File: src/hdl/sfd_pkg.sv
// ----------------------------------------------------------------------------
// String frame decoder package
// Shared types, character codes and result codes for the frame decoder.
// ----------------------------------------------------------------------------
package sfd_pkg;

   localparam int LengthBitsDefault = 32;
   localparam int CountBits         = 32;
   localparam int ReportBits        = 32;

   localparam logic [7:0] CHAR_DOLLAR = 8'h24;
   localparam logic [7:0] CHAR_BANG   = 8'h21;
   localparam logic [7:0] CHAR_CR     = 8'h0D;
   localparam logic [7:0] CHAR_LF     = 8'h0A;
   localparam logic [7:0] CHAR_ZERO   = 8'h30;
   localparam logic [7:0] CHAR_NINE   = 8'h39;

   typedef enum logic [2:0] {
      PHASE_IDLE   = 3'd0,
      PHASE_LEN    = 3'd1,
      PHASE_LEN_LF = 3'd2,
      PHASE_DATA   = 3'd3,
      PHASE_END_LF = 3'd4
   } phase_type;

   typedef enum logic [1:0] {
      KIND_BYTE = 2'd0,
      KIND_DONE = 2'd1,
      KIND_ERR  = 2'd2
   } kind_type;

   typedef enum logic [2:0] {
      CAUSE_NONE     = 3'd0,
      CAUSE_PREFIX   = 3'd1,
      CAUSE_DIGIT    = 3'd2,
      CAUSE_LF       = 3'd3,
      CAUSE_OVERFLOW = 3'd4
   } cause_type;

   typedef struct packed {
      kind_type               kind;
      logic [7:0]             payload_byte;
      logic [ReportBits-1:0]  declared_length;
      logic [CountBits-1:0]   received_count;
      logic                   error_reply;
      cause_type              error_cause;
   } result_type;

endpackage

File: src/hdl/sfd_if.sv
// ----------------------------------------------------------------------------
// String frame decoder channel interfaces
// Valid/ready channels for input bytes, decode results and the control word.
// ----------------------------------------------------------------------------
interface sfd_req_if;
   logic       valid;
   logic       ready;
   logic [7:0] in_byte;

   modport source (output valid, output in_byte, input ready);
   modport sink   (input valid, input in_byte, output ready);
endinterface

interface sfd_rsp_if;
   logic        valid;
   logic        ready;
   logic [1:0]  kind;
   logic [7:0]  payload_byte;
   logic [31:0] declared_length;
   logic [31:0] received_count;
   logic        error_reply;
   logic [2:0]  error_cause;

   modport source (output valid, output kind, output payload_byte,
                   output declared_length, output received_count,
                   output error_reply, output error_cause, input ready);
   modport sink   (input valid, input kind, input payload_byte,
                   input declared_length, input received_count,
                   input error_reply, input error_cause, output ready);
endinterface

interface sfd_csr_if;
   logic valid;
   logic ready;
   logic allow_error_prefix;

   modport source (output valid, output allow_error_prefix, input ready);
   modport sink   (input valid, input allow_error_prefix, output ready);
endinterface

File: src/hdl/sfd_parser.sv
// ----------------------------------------------------------------------------
// String frame decoder parser
// Per-byte state machine with the length accumulator and payload counter.
// ----------------------------------------------------------------------------
module sfd_parser #(
   parameter int LENGTH_BITS = sfd_pkg::LengthBitsDefault
) (
   input  logic                clock,
   input  logic                reset,
   input  logic                byte_accept,
   input  logic [7:0]          in_byte,
   input  logic                allow_error_prefix,
   output logic                result_valid,
   output sfd_pkg::result_type result
);

   localparam int CountBits  = sfd_pkg::CountBits;
   localparam int ReportBits = sfd_pkg::ReportBits;
   localparam int ProdBits   = LENGTH_BITS + 4;

   sfd_pkg::phase_type     phase_ff, phase_in;
   logic [LENGTH_BITS-1:0] length_ff, length_in;
   logic [CountBits-1:0]   count_ff, count_in;
   logic                   mark_ff, mark_in;

   logic                          is_digit;
   logic [7:0]                    digit_full;
   logic [3:0]                    digit;
   logic [ProdBits-1:0]           acc_ext;
   logic [ProdBits-1:0]           acc_next;
   logic                          overflow;
   logic [LENGTH_BITS+ReportBits-1:0] length_report;

   assign is_digit   = (in_byte >= sfd_pkg::CHAR_ZERO) && (in_byte <= sfd_pkg::CHAR_NINE);
   assign digit_full = in_byte - sfd_pkg::CHAR_ZERO;
   assign digit      = digit_full[3:0];
   assign acc_ext    = {4'b0000, length_ff};
   // Times ten as eight plus two; any bit above the length width is overflow.
   assign acc_next   = (acc_ext << 3) + (acc_ext << 1) + {{(ProdBits-4){1'b0}}, digit};
   assign overflow   = |acc_next[ProdBits-1:LENGTH_BITS];
   assign length_report = {{ReportBits{1'b0}}, length_ff};

   always_comb begin
      phase_in            = phase_ff;
      length_in           = length_ff;
      count_in            = count_ff;
      mark_in             = mark_ff;
      result_valid        = 1'b0;
      result.kind            = sfd_pkg::KIND_BYTE;
      result.payload_byte    = 8'h00;
      result.declared_length = '0;
      result.received_count  = '0;
      result.error_reply     = 1'b0;
      result.error_cause     = sfd_pkg::CAUSE_NONE;

      if (byte_accept) begin
         case (phase_ff)
            sfd_pkg::PHASE_IDLE: begin
               if ((in_byte == sfd_pkg::CHAR_DOLLAR) ||
                   ((in_byte == sfd_pkg::CHAR_BANG) && allow_error_prefix)) begin
                  length_in = '0;
                  count_in  = '0;
                  mark_in   = (in_byte == sfd_pkg::CHAR_BANG);
                  phase_in  = sfd_pkg::PHASE_LEN;
               end else begin
                  result_valid       = 1'b1;
                  result.kind        = sfd_pkg::KIND_ERR;
                  result.error_cause = sfd_pkg::CAUSE_PREFIX;
               end
            end
            sfd_pkg::PHASE_LEN: begin
               if (in_byte == sfd_pkg::CHAR_CR) begin
                  phase_in = sfd_pkg::PHASE_LEN_LF;
               end else if (is_digit && !overflow) begin
                  length_in = acc_next[LENGTH_BITS-1:0];
               end else begin
                  result_valid       = 1'b1;
                  result.kind        = sfd_pkg::KIND_ERR;
                  result.error_cause = is_digit ? sfd_pkg::CAUSE_OVERFLOW
                                                : sfd_pkg::CAUSE_DIGIT;
               end
            end
            sfd_pkg::PHASE_LEN_LF: begin
               if (in_byte == sfd_pkg::CHAR_LF) begin
                  count_in = '0;
                  phase_in = sfd_pkg::PHASE_DATA;
               end else begin
                  result_valid       = 1'b1;
                  result.kind        = sfd_pkg::KIND_ERR;
                  result.error_cause = sfd_pkg::CAUSE_LF;
               end
            end
            sfd_pkg::PHASE_DATA: begin
               if (in_byte == sfd_pkg::CHAR_CR) begin
                  phase_in = sfd_pkg::PHASE_END_LF;
               end else begin
                  if (count_ff != {CountBits{1'b1}}) begin
                     count_in = count_ff + {{(CountBits-1){1'b0}}, 1'b1};
                  end
                  result_valid        = 1'b1;
                  result.kind         = sfd_pkg::KIND_BYTE;
                  result.payload_byte = in_byte;
               end
            end
            sfd_pkg::PHASE_END_LF: begin
               result_valid = 1'b1;
               if (in_byte == sfd_pkg::CHAR_LF) begin
                  result.kind            = sfd_pkg::KIND_DONE;
                  result.declared_length = length_report[ReportBits-1:0];
                  result.received_count  = count_ff;
                  result.error_reply     = mark_ff;
               end else begin
                  result.kind        = sfd_pkg::KIND_ERR;
                  result.error_cause = sfd_pkg::CAUSE_LF;
               end
            end
            default: begin
            end
         endcase

         // Every result other than a payload byte ends the frame.
         if ((result_valid && (result.kind != sfd_pkg::KIND_BYTE)) ||
             ((phase_ff != sfd_pkg::PHASE_IDLE) && (phase_ff != sfd_pkg::PHASE_LEN) &&
              (phase_ff != sfd_pkg::PHASE_LEN_LF) && (phase_ff != sfd_pkg::PHASE_DATA) &&
              (phase_ff != sfd_pkg::PHASE_END_LF))) begin
            phase_in  = sfd_pkg::PHASE_IDLE;
            length_in = '0;
            count_in  = '0;
            mark_in   = 1'b0;
         end
      end
   end

   always_ff @(posedge clock) begin
      if (reset) begin
         phase_ff  <= sfd_pkg::PHASE_IDLE;
         length_ff <= '0;
         count_ff  <= '0;
         mark_ff   <= 1'b0;
      end else begin
         phase_ff  <= phase_in;
         length_ff <= length_in;
         count_ff  <= count_in;
         mark_ff   <= mark_in;
      end
   end

`ifndef SYNTHESIS
   a_error_returns_idle: assert property (@(posedge clock) disable iff (reset)
      (result_valid && (result.kind == sfd_pkg::KIND_ERR)) |=>
         (phase_ff == sfd_pkg::PHASE_IDLE))
      else $error("parser did not return to idle after a framing error");

   a_idle_is_clean: assert property (@(posedge clock) disable iff (reset)
      (phase_ff == sfd_pkg::PHASE_IDLE) |-> ((length_ff == '0) && (count_ff == '0) && !mark_ff))
      else $error("frame state not cleared while idle");

   a_done_only_after_cr: assert property (@(posedge clock) disable iff (reset)
      (result_valid && (result.kind == sfd_pkg::KIND_DONE)) |->
         (phase_ff == sfd_pkg::PHASE_END_LF))
      else $error("frame completion outside the closing terminator");
`endif

endmodule

File: src/hdl/sfd_out_buffer.sv
// ----------------------------------------------------------------------------
// String frame decoder output buffer
// Result register with one skid entry so the input keeps moving under stall.
// ----------------------------------------------------------------------------
module sfd_out_buffer (
   input  logic                clock,
   input  logic                reset,
   input  logic                push_valid,
   input  sfd_pkg::result_type push_result,
   output logic                push_ready,
   output logic                out_valid,
   input  logic                out_ready,
   output sfd_pkg::result_type out_result
);

   logic                out_valid_ff, out_valid_in;
   logic                skid_valid_ff, skid_valid_in;
   sfd_pkg::result_type out_ff, out_in;
   sfd_pkg::result_type skid_ff, skid_in;
   logic                out_free;

   assign push_ready = !skid_valid_ff;
   assign out_valid  = out_valid_ff;
   assign out_result = out_ff;
   assign out_free   = !out_valid_ff || out_ready;

   always_comb begin
      out_valid_in  = out_valid_ff;
      skid_valid_in = skid_valid_ff;
      out_in        = out_ff;
      skid_in       = skid_ff;
      if (out_free) begin
         if (skid_valid_ff) begin
            out_in        = skid_ff;
            out_valid_in  = 1'b1;
            skid_valid_in = 1'b0;
         end else if (push_valid) begin
            out_in       = push_result;
            out_valid_in = 1'b1;
         end else begin
            out_valid_in = 1'b0;
         end
      end else if (push_valid) begin
         skid_in       = push_result;
         skid_valid_in = 1'b1;
      end
   end

   always_ff @(posedge clock) begin
      if (reset) begin
         out_valid_ff  <= 1'b0;
         skid_valid_ff <= 1'b0;
      end else begin
         out_valid_ff  <= out_valid_in;
         skid_valid_ff <= skid_valid_in;
      end
   end

   always_ff @(posedge clock) begin
      out_ff  <= out_in;
      skid_ff <= skid_in;
   end

`ifndef SYNTHESIS
   a_skid_behind_out: assert property (@(posedge clock) disable iff (reset)
      skid_valid_ff |-> out_valid_ff)
      else $error("skid entry held while the result register is empty");

   a_no_push_when_full: assert property (@(posedge clock) disable iff (reset)
      skid_valid_ff |-> !push_ready)
      else $error("buffer ready while the skid entry is occupied");

   a_held_result_kept: assert property (@(posedge clock) disable iff (reset)
      (out_valid_ff && !out_ready) |=> out_valid_ff)
      else $error("stalled result dropped");
`endif

endmodule

File: src/hdl/string_frame_decoder.sv
// ----------------------------------------------------------------------------
// String frame decoder
// Streaming decoder for length-prefixed string frames, one byte per word.
// ----------------------------------------------------------------------------
// Usage:
// - req_bus carries one raw stream byte per word. Frames look like a prefix
//   ('$', or '!' for an error reply when enabled), a decimal length, CR LF,
//   payload bytes and a closing CR LF.
// - rsp_bus carries at most one result word per input byte: each payload byte
//   as it arrives, a completion word on the closing LF with the declared
//   length, the payload count and the error-reply mark, or a framing error
//   word with its cause. After an error the parser is back in idle.
// - csr_bus writes the one control bit that enables the '!' prefix. It is
//   always ready; write it only while the decoder is idle.
// Timing: one byte is taken every cycle while the skid entry is free. A
// result is registered in the output buffer before it shows on rsp_bus; the
// per-byte state update and times-ten length accumulate are combinational.
// Reset: synchronous and active high; the parser returns to idle, the result
// register and skid entry empty, and the '!' prefix is enabled.
// Stall: while rsp_bus is held, one more result is caught in a skid entry;
// req_bus.ready drops only once that entry is occupied.
// ----------------------------------------------------------------------------
module string_frame_decoder #(
   parameter int LENGTH_BITS = sfd_pkg::LengthBitsDefault
) (
   input  logic            clock,
   input  logic            reset,
   sfd_req_if.sink         req_bus,
   sfd_rsp_if.source       rsp_bus,
   sfd_csr_if.sink         csr_bus
);

   // Control bit: enables the error-reply prefix, set by reset.
   logic allow_error_prefix_ff, allow_error_prefix_in;

   logic                byte_accept;
   logic                result_valid;
   sfd_pkg::result_type result;
   sfd_pkg::result_type out_result;
   logic                push_ready;

   // The control port never stalls.
   assign csr_bus.ready = 1'b1;
   assign allow_error_prefix_in = (csr_bus.valid && csr_bus.ready) ?
                                  csr_bus.allow_error_prefix : allow_error_prefix_ff;

   always_ff @(posedge clock) begin
      if (reset) begin
         allow_error_prefix_ff <= 1'b1;
      end else begin
         allow_error_prefix_ff <= allow_error_prefix_in;
      end
   end

   // A byte is taken whenever the skid entry is free, so the input keeps
   // flowing while one finished result waits on the output.
   assign req_bus.ready = push_ready;
   assign byte_accept   = req_bus.valid && push_ready;

   sfd_parser #(
      .LENGTH_BITS (LENGTH_BITS)
   ) u_parser (
      .clock              (clock),
      .reset              (reset),
      .byte_accept        (byte_accept),
      .in_byte            (req_bus.in_byte),
      .allow_error_prefix (allow_error_prefix_ff),
      .result_valid       (result_valid),
      .result             (result)
   );

   sfd_out_buffer u_out_buffer (
      .clock       (clock),
      .reset       (reset),
      .push_valid  (result_valid),
      .push_result (result),
      .push_ready  (push_ready),
      .out_valid   (rsp_bus.valid),
      .out_ready   (rsp_bus.ready),
      .out_result  (out_result)
   );

   assign rsp_bus.kind            = out_result.kind;
   assign rsp_bus.payload_byte    = out_result.payload_byte;
   assign rsp_bus.declared_length = out_result.declared_length;
   assign rsp_bus.received_count  = out_result.received_count;
   assign rsp_bus.error_reply     = out_result.error_reply;
   assign rsp_bus.error_cause     = out_result.error_cause;

`ifndef SYNTHESIS
   a_csr_write_lands: assert property (@(posedge clock) disable iff (reset)
      (csr_bus.valid && csr_bus.ready) |=>
         (allow_error_prefix_ff == $past(csr_bus.allow_error_prefix)))
      else $error("control write not captured");

   a_result_needs_byte: assert property (@(posedge clock) disable iff (reset)
      result_valid |-> byte_accept)
      else $error("result produced without an accepted byte");

   a_bang_rejected_when_off: assert property (@(posedge clock) disable iff (reset)
      (byte_accept && !allow_error_prefix_ff && (req_bus.in_byte == sfd_pkg::CHAR_BANG) &&
       !result_valid) |-> (result.error_reply == 1'b0))
      else $error("error-reply result while the prefix is disabled");
`endif

endmodule
File: src/flat_wrapper.sv
// flat-port wrapper written by rule: the top's interface ports become plain ports
module string_frame_decoder_flat 
#(
   parameter int LENGTH_BITS = sfd_pkg::LengthBitsDefault
)
  (clock, reset, req_bus_valid, req_bus_in_byte, req_bus_ready, rsp_bus_valid, rsp_bus_kind, rsp_bus_payload_byte, rsp_bus_declared_length, rsp_bus_received_count, rsp_bus_error_reply, rsp_bus_error_cause, rsp_bus_ready, csr_bus_valid, csr_bus_allow_error_prefix, csr_bus_ready);
  sfd_req_if req_bus_i ();
  sfd_rsp_if rsp_bus_i ();
  sfd_csr_if csr_bus_i ();
  input  logic clock;
  input  logic reset;
  input wire logic [$bits(req_bus_i.valid)-1:0] req_bus_valid;
  input wire logic [$bits(req_bus_i.in_byte)-1:0] req_bus_in_byte;
  output wire logic [$bits(req_bus_i.ready)-1:0] req_bus_ready;
  output wire logic [$bits(rsp_bus_i.valid)-1:0] rsp_bus_valid;
  output wire logic [$bits(rsp_bus_i.kind)-1:0] rsp_bus_kind;
  output wire logic [$bits(rsp_bus_i.payload_byte)-1:0] rsp_bus_payload_byte;
  output wire logic [$bits(rsp_bus_i.declared_length)-1:0] rsp_bus_declared_length;
  output wire logic [$bits(rsp_bus_i.received_count)-1:0] rsp_bus_received_count;
  output wire logic [$bits(rsp_bus_i.error_reply)-1:0] rsp_bus_error_reply;
  output wire logic [$bits(rsp_bus_i.error_cause)-1:0] rsp_bus_error_cause;
  input wire logic [$bits(rsp_bus_i.ready)-1:0] rsp_bus_ready;
  input wire logic [$bits(csr_bus_i.valid)-1:0] csr_bus_valid;
  input wire logic [$bits(csr_bus_i.allow_error_prefix)-1:0] csr_bus_allow_error_prefix;
  output wire logic [$bits(csr_bus_i.ready)-1:0] csr_bus_ready;
  assign req_bus_i.valid = req_bus_valid;
  assign req_bus_i.in_byte = req_bus_in_byte;
  assign req_bus_ready = req_bus_i.ready;
  assign rsp_bus_valid = rsp_bus_i.valid;
  assign rsp_bus_kind = rsp_bus_i.kind;
  assign rsp_bus_payload_byte = rsp_bus_i.payload_byte;
  assign rsp_bus_declared_length = rsp_bus_i.declared_length;
  assign rsp_bus_received_count = rsp_bus_i.received_count;
  assign rsp_bus_error_reply = rsp_bus_i.error_reply;
  assign rsp_bus_error_cause = rsp_bus_i.error_cause;
  assign rsp_bus_i.ready = rsp_bus_ready;
  assign csr_bus_i.valid = csr_bus_valid;
  assign csr_bus_i.allow_error_prefix = csr_bus_allow_error_prefix;
  assign csr_bus_ready = csr_bus_i.ready;
  string_frame_decoder #(.LENGTH_BITS(LENGTH_BITS)) u_core (.clock(clock), .reset(reset), .req_bus(req_bus_i), .rsp_bus(rsp_bus_i), .csr_bus(csr_bus_i));
endmodule
File: config.mk
export PLATFORM = sky130hd
export DESIGN_NAME = string_frame_decoder_flat
export DESIGN_NICKNAME = d
export VERILOG_FILES = /design/src/hdl/sfd_pkg.sv /design/src/hdl/sfd_if.sv /design/src/hdl/sfd_parser.sv /design/src/hdl/sfd_out_buffer.sv /design/src/hdl/string_frame_decoder.sv /design/src/flat_wrapper.sv
export SDC_FILE = /design/constraint.sdc
export NUM_CORES = 1
export LEC_CHECK = 0
export BUFFER_PORTS_ARGS = -buffer_cell sky130_fd_sc_hd__buf_2
export CAP_MARGIN = 20
export CORE_ASPECT_RATIO = 0.7
export CORE_MARGIN = 5
export CORE_UTILIZATION = 55
export DETAILED_ROUTE_END_ITERATION = 16
export PLACE_DENSITY = 0.74
export SYNTH_ARGS = -nofsm -noshare
export SYNTH_HDL_FRONTEND = slang
export SYNTH_HIERARCHICAL = 1
export SYNTH_SLANG_ARGS = --single-unit
File: constraint.sdc
create_clock -name clock -period 7.06 [get_ports clock]
set_clock_uncertainty 0.15 [all_clocks]
set_input_delay 0.353 -clock clock [delete_from_list [all_inputs] [get_ports clock]]
set_output_delay 0.353 -clock clock [all_outputs]
set_load 0.05 [all_outputs]
# == Word-level counts from Yosys, hierarchy flattened ==
# Cells that the tools add are included.
# totals
regBits,227
in_bits,14
output_inout_bits,81
word_cells,129
# op_classes
addsub,4
n_lt_le_gt_ge,2
eq_ne,21
n_mux,49
bitwise_logic,1
reduce_logical,33
# ops
operator,count
32-bit two-way mux,8
78-bit two-way mux,3
65-bit two-way mux,2
32-bit one-hot mux with 3 select lines,1
32-bit one-hot mux with 2 select lines,1
35-bit by 33-bit adder with 36-bit output,1
36-bit by 4-bit adder with 36-bit output,1
"32-bit by 1-bit adder with 32-bit output, second input constant",1
"32-bit != test, second input constant",1
"3-bit != test, second input constant",9
3-bit two-way mux,8
"8-bit by 4-bit == test with 1-bit output, second input constant",2
"8-bit by 6-bit == test with 1-bit output, second input constant",2
8-bit two-way mux,2
2-bit two-way mux,7
1-bit two-way mux,13
3-bit one-hot mux with 4 select lines,1
6-bit AND reduction,2
2-bit one-hot mux with 5 select lines,1
1-bit logical AND,9
3-bit one-hot mux with 3 select lines,1
"8-bit by 6-bit greater-or-equal comparator with 1-bit output, second input constant",1
"8-bit by 6-bit <= comparator with 1-bit output, second input constant",1
2-bit nonzero test,4
other kinds (19),28

# == Depth between registers and ports, before layout ==
# depth
word_depth,14
ltp_mapped,16
depth_no_buf,15

# == Cells and area by module ==
# Netlist, hierarchy kept.
# modules_own_cells
mod,n_inst,cells_per_inst,area_per_inst_um2,seq_area_each_um2
sfd_out_buffer,1,253,6105.9,4724.5
sfd_parser,1,783,5939.4,1361.3
string_frame_decoder,1,6,52.6,20.0

# == Worst setup path after synthesis ==
# No wires, ideal clock.
# synth_path
kind,input -> register
from,input port req_bus_in_byte[3]
to,register u_core.u_out_buffer.out_ff (netlist bit u_core/u_out_buffer/out_result[0]) (enable)
setup_ps,541
arrival_time_ps,6737
required_ps,6369
setup_slack_ps,-367
path_stages,14
n_path_buf,0
cell_sequence,inv_1 fa_1 inv_1 fa_1 a211oi_2 o21ai_2 o2111ai_1 a31oi_1 o21a_1 o21ai_2 o41ai_1 a21oi_1 nor2_1 a21oi_1
# synth_via
elab_chain_len,12
elab_cells_between_ends,24
classes_between,2 x add/sub; 2 x order compare; 4 x eq/ne; 8 x mux; 8 x reduce/logical
# synth_rtl
element,line_no,source
start: declaration,flat_wrapper.sv:13,input wire logic [$bits(req_bus_i.in_byte)-1:0] req_bus_in_byte;
4-bit by 1-bit subtractor with 4-bit output,sfd_parser.sv:35,assign digit_full = in_byte - sfd_pkg::CHAR_ZERO;
36-bit by 4-bit adder with 36-bit output,sfd_parser.sv:39,"assign acc_next = (acc_ext << 3) + (acc_ext << 1) + {{(ProdBits-4){1'b0}}, digit};"
4-bit OR reduction,sfd_parser.sv:40,assign overflow = |acc_next[ProdBits-1:LENGTH_BITS];
1-bit zero test,sfd_parser.sv:74,end else if (is_digit && !overflow) begin
1-bit logical AND,sfd_parser.sv:74,
1-bit two-way mux,sfd_parser.sv:74,
1-bit two-way mux,sfd_parser.sv:72,if (in_byte == sfd_pkg::CHAR_CR) begin
1-bit one-hot mux with 5 select lines *,sfd_parser.sv:57,case (phase_ff)
1-bit two-way mux * (2 in series),sfd_parser.sv:56,if (byte_accept) begin
via u_core.result_valid,string_frame_decoder.sv:37,logic result_valid;
2-bit nonzero test (no line) *,--,
2-bit AND reduction (no line) *,--,
end signal: assignment,sfd_out_buffer.sv:60,out_ff <= out_in;
end: declaration,sfd_out_buffer.sv:18,"sfd_pkg::result_type out_ff, out_in;"
# The timed path passes the listed nets; every way through them passes the cells marked *. The select of a mux whose other input is x is not followed.
# A chain may end at the register's enable or synchronous reset.

# == Worst setup path after layout ==
# layout_path
from,register u_core.u_parser.length_ff[2]
to,register u_core.u_out_buffer.out_ff (netlist bit u_core/u_out_buffer/out_result[48]) (enable)
# layout_via
elab_chain_len,12
# layout_rtl
element,line_no,source
start: declaration,sfd_parser.sv:22,"logic [LENGTH_BITS-1:0] length_ff, length_in;"
start signal: assignment,sfd_parser.sv:142,length_ff <= length_in;
35-bit by 33-bit adder with 36-bit output,sfd_parser.sv:39,
36-bit by 4-bit adder with 36-bit output,sfd_parser.sv:39,
4-bit OR reduction,sfd_parser.sv:40,
1-bit zero test,sfd_parser.sv:74,
1-bit logical AND,sfd_parser.sv:74,
1-bit two-way mux,sfd_parser.sv:74,
1-bit two-way mux,sfd_parser.sv:72,
1-bit one-hot mux with 5 select lines,sfd_parser.sv:57,
1-bit two-way mux (2 in series),sfd_parser.sv:56,
via u_core.result_valid,string_frame_decoder.sv:37,
2-bit nonzero test (no line),--,
2-bit AND reduction (no line),--,
# The timed path passes the listed nets, and every way through them passes these cells. The select of a mux whose other input is x is not followed.

==> flow_summary.yaml <==
worst_hold_path:
  min_path_type: "input pin to flip-flop"
cts:
  clkLatencyLatePin_ns: 0.51
  cts.repair.resized: 0
  cts_tree: "built"
  post_cts_buffers: 0
  cts_max_level: 1
  cts_buffers: 23
  path_clk_slew_ns: 0.06
  cts_buffer_depth: 3
  clock-sinks: 227
  cts_root_buf: "clkbuf_16"
global_routing:
  grt_max_degree: 79
  grt_pass1_vias: 7848
  grt_pass1_wl_mm: 41.9
  grt_overflow_total: 0
  antenna_found_initial: 0
  grt_usage_pct: 20.1
die:
  die_y_um: 134
  fp.dieW_um: 187
  placementRows: 45
  io_pins: 95
  core_area_um2: 21700
  initial_core_util_pct: 55.8
  dieArea_um2: 25100
setup_path:
  crit_arrival_ns: 5.10
  path_cells: "inv_1, fa_1, inv_1, fa_1, a211oi_2, o21ai_2, o2111ai_1, a31oi_1, o21a_1, o21ai_2, o41ai_1, a21oi_1, nor2_1, a21oi_4, buf_12"
  crit_type: "flip-flop to flip-flop"
  critPathMaxFanout: 47
  worstSetupEndpointType: "flip-flop"
  slowest_delay_ns: 0.86
  slowest_stage: "a21oi_4"
  critPathRequiredTime_ns: 7.08
  critical_path.startpoint_type: "flip-flop"
yosys:
  synth-edff-count: 156
  synth_area_leader_cell: "edfxtp_1"
  synth_top_family_by_area: "simple AND/OR/NAND/NOR gates"
  synth.top_cell.area_share_pct: 38.7
  synth_xor_area_share_pct: 2.10
  async_flop_share_pct: 0
  synthAdderAreaFrac_pct: 6.95
  synth_mux_area_share_pct: 9.68
  ys_warn_count: 6
  synthCells: 1042
  synth_fp_nets: 1122
  synth_seq_cells: 227
  ys_types: 74
  syn_area_per_cell_um2: 11.6
  syn_area_um2: 12100
  synth_area_leaders: "edfxtp_1, dfxtp_1, mux2_4"
  synth_compound_area_share_pct: 11.7
  post_synth_and_or_nand_nor_area_fraction_pct: 15.6
  yosysSeqAreaShare_pct: 50.5
  synth_flop_cell: "edfxtp_1"
layout:
  fill_cells: 1722
  num-nets-final: 1201
  final_common_cell: "edfxtp_1"
  drive_above_1_share_pct: 21.4
  seqCellArea_um2: 6110
  syn_to_final_growth_pct: 10.9
  n_antenna_cell: 0
  multi_input_area_um2: 5600
  final_cell_mix: "edfxtp_1, buf_2, nand2_1, mux2_4, a21oi_1"
job:
  max_cap_viol_count: 0
pwr:
  power_density_nw_per_um2: 216
  ir_drop_uv: 147
  p_leak_nw: 5.27
  total_power_mw: 2.90
sta:
  rsz0062_at_grt: "no"
  period_share_pct: 71.9
  timing.final.crit_period_ns: 5.07
  fin_setup_tns_ns: 0
  setup_viol: 0
  finalHoldViolCount: 0
  setup_slack_ns: 1.99
  tightest_slew_ns: 1.14
  maxSlewViolCount: 0
  hold_slack_ns: 0.0484
  fmax_mhz: 197
  slew_headroom_pct: 22.9
outcome:
  status: "finished, final reports clean"
routing:
  routed_wire_length_per_instance_um: 18.3
  vias: 8365
  viasPerCell: 5.89
  drt_iter0_markers: 793
  antenna_left: 0
  drc_errors: 0
  first_pass_iters: 6
  wl_mm: 25.9
placed_design:
  dp_hpwl_mm: 17.6
  gp_congestion: 0.911
  post-place-ws_ns: 1.81
  port_buffers: 93
[synth_stat cells, drive strengths merged (6+ instances only)]
library cell / count
a21o: 8
a21oi: 79
a311oi: 7
a31oi: 6
and2: 66
and3: 12
buf: 20
clkbuf: 28
dfxtp: 71
edfxtp: 156
ha: 64
inv: 17
mux2: 78
nand2: 86
nand2b: 12
nand3: 36
nand4: 15
nor2: 50
nor2b: 7
nor3: 22
nor4: 12
o21a: 6
o21ai: 62
o31ai: 13
or3: 8
or4: 11
xnor2: 11
xor2: 18
[registers in the layout (all words and copies together), names as in the netlist]
register and flops:
u_core/allow_error_prefix_ff 1, u_core/u_out_buffer/out_result 78, u_core/u_out_buffer/out_valid 1, u_core/u_out_buffer/skid_ff 78, u_core/u_out_buffer/skid_valid_ff 1, u_core/u_parser/count_ff 32
u_core/u_parser/length_ff 32, u_core/u_parser/mark_ff 1, u_core/u_parser/phase_ff 3
[metal layers]
| metal | global-route usage (%) | wire length (µm) | up-vias |
|---|---|---|---|
| met3 | 3.80 | 2010 | 20 |
| met1 | 32.0 | 13100 | 3994 |
| li1 | - | - | 4056 |
| met2 | 28.7 | 10400 | 295 |
| met5 | 0 | 0 | - |
| met4 | 3.53 | 357 | 0 |
[where the power goes]
group	leakage [nW]	switching, mW	internal (mW)
Combinational	2.72	0.194	0.0483
Clock	0.363	0.493	0.689
Sequential	2.18	0.0159	1.46
[timing repair]
action                                  CTS  global route
endpoints found under the hold margin     2             0
hold buffers                              3             0
endpoints found under the setup margin    0             0
[area by class of cell]
class | instances | area share (%)
tap | 282 | 2.63
multi-input combinational | 750 | 41.7
sequential | 227 | 45.5
inverter | 17 | 0.476
clock buffer | 28 | 4.58
clock inverter | 13 | 0.821
timing repair buffer | 102 | 4.27
[worst max-delay path: cells and delay by family (launching register included)]
family,cells,cell delay (ns)
AOI/OAI and AO/OA,9,2.58
adders and majority gates,2,0.96
buffers and inverters,3,0.54
DFF,1,0.38
and+or+nand+nor,1,0.12
[stage by stage]
stage | util (%) | cells | area, µm²
floorplan | - | 1042 | 12100
global placement | 58.3 | 1374 | 12600
detailed placement | 58.3 | 1374 | 12600
CTS | 61.8 | 1418 | 13400
global route | 61.9 | 1419 | 13400
finish | 61.9 | 1419 | 13400
[logic make-up after synthesis]
logic type | Yosys count
AOI/OAI and AO/OA | 224
DFF | 227
muxes | 78
buffers and inverters | 65
other | 1
adders and majority gates | 66
and+or+nand+nor | 352
xor gates and xnor gates | 29
[path summary, 6_finish.rpt]
kind | from | to | slack, ns | cells past startpoint
setup reg to reg | u_core/u_parser/length_ff[2] | u_core/u_out_buffer/out_result[48] | 1.99 | 15
hold reg to reg | u_core/u_parser/length_ff[22] | u_core/u_parser/length_ff[22] | 0.35 | 2
hold / removal | req_bus_in_byte[0] | u_core/u_parser/length_ff[0] | 0.05 | 2
setup / recovery | u_core/u_parser/length_ff[2] | u_core/u_out_buffer/out_result[48] | 1.99 | 15
(Power assumes the default switching activity.)
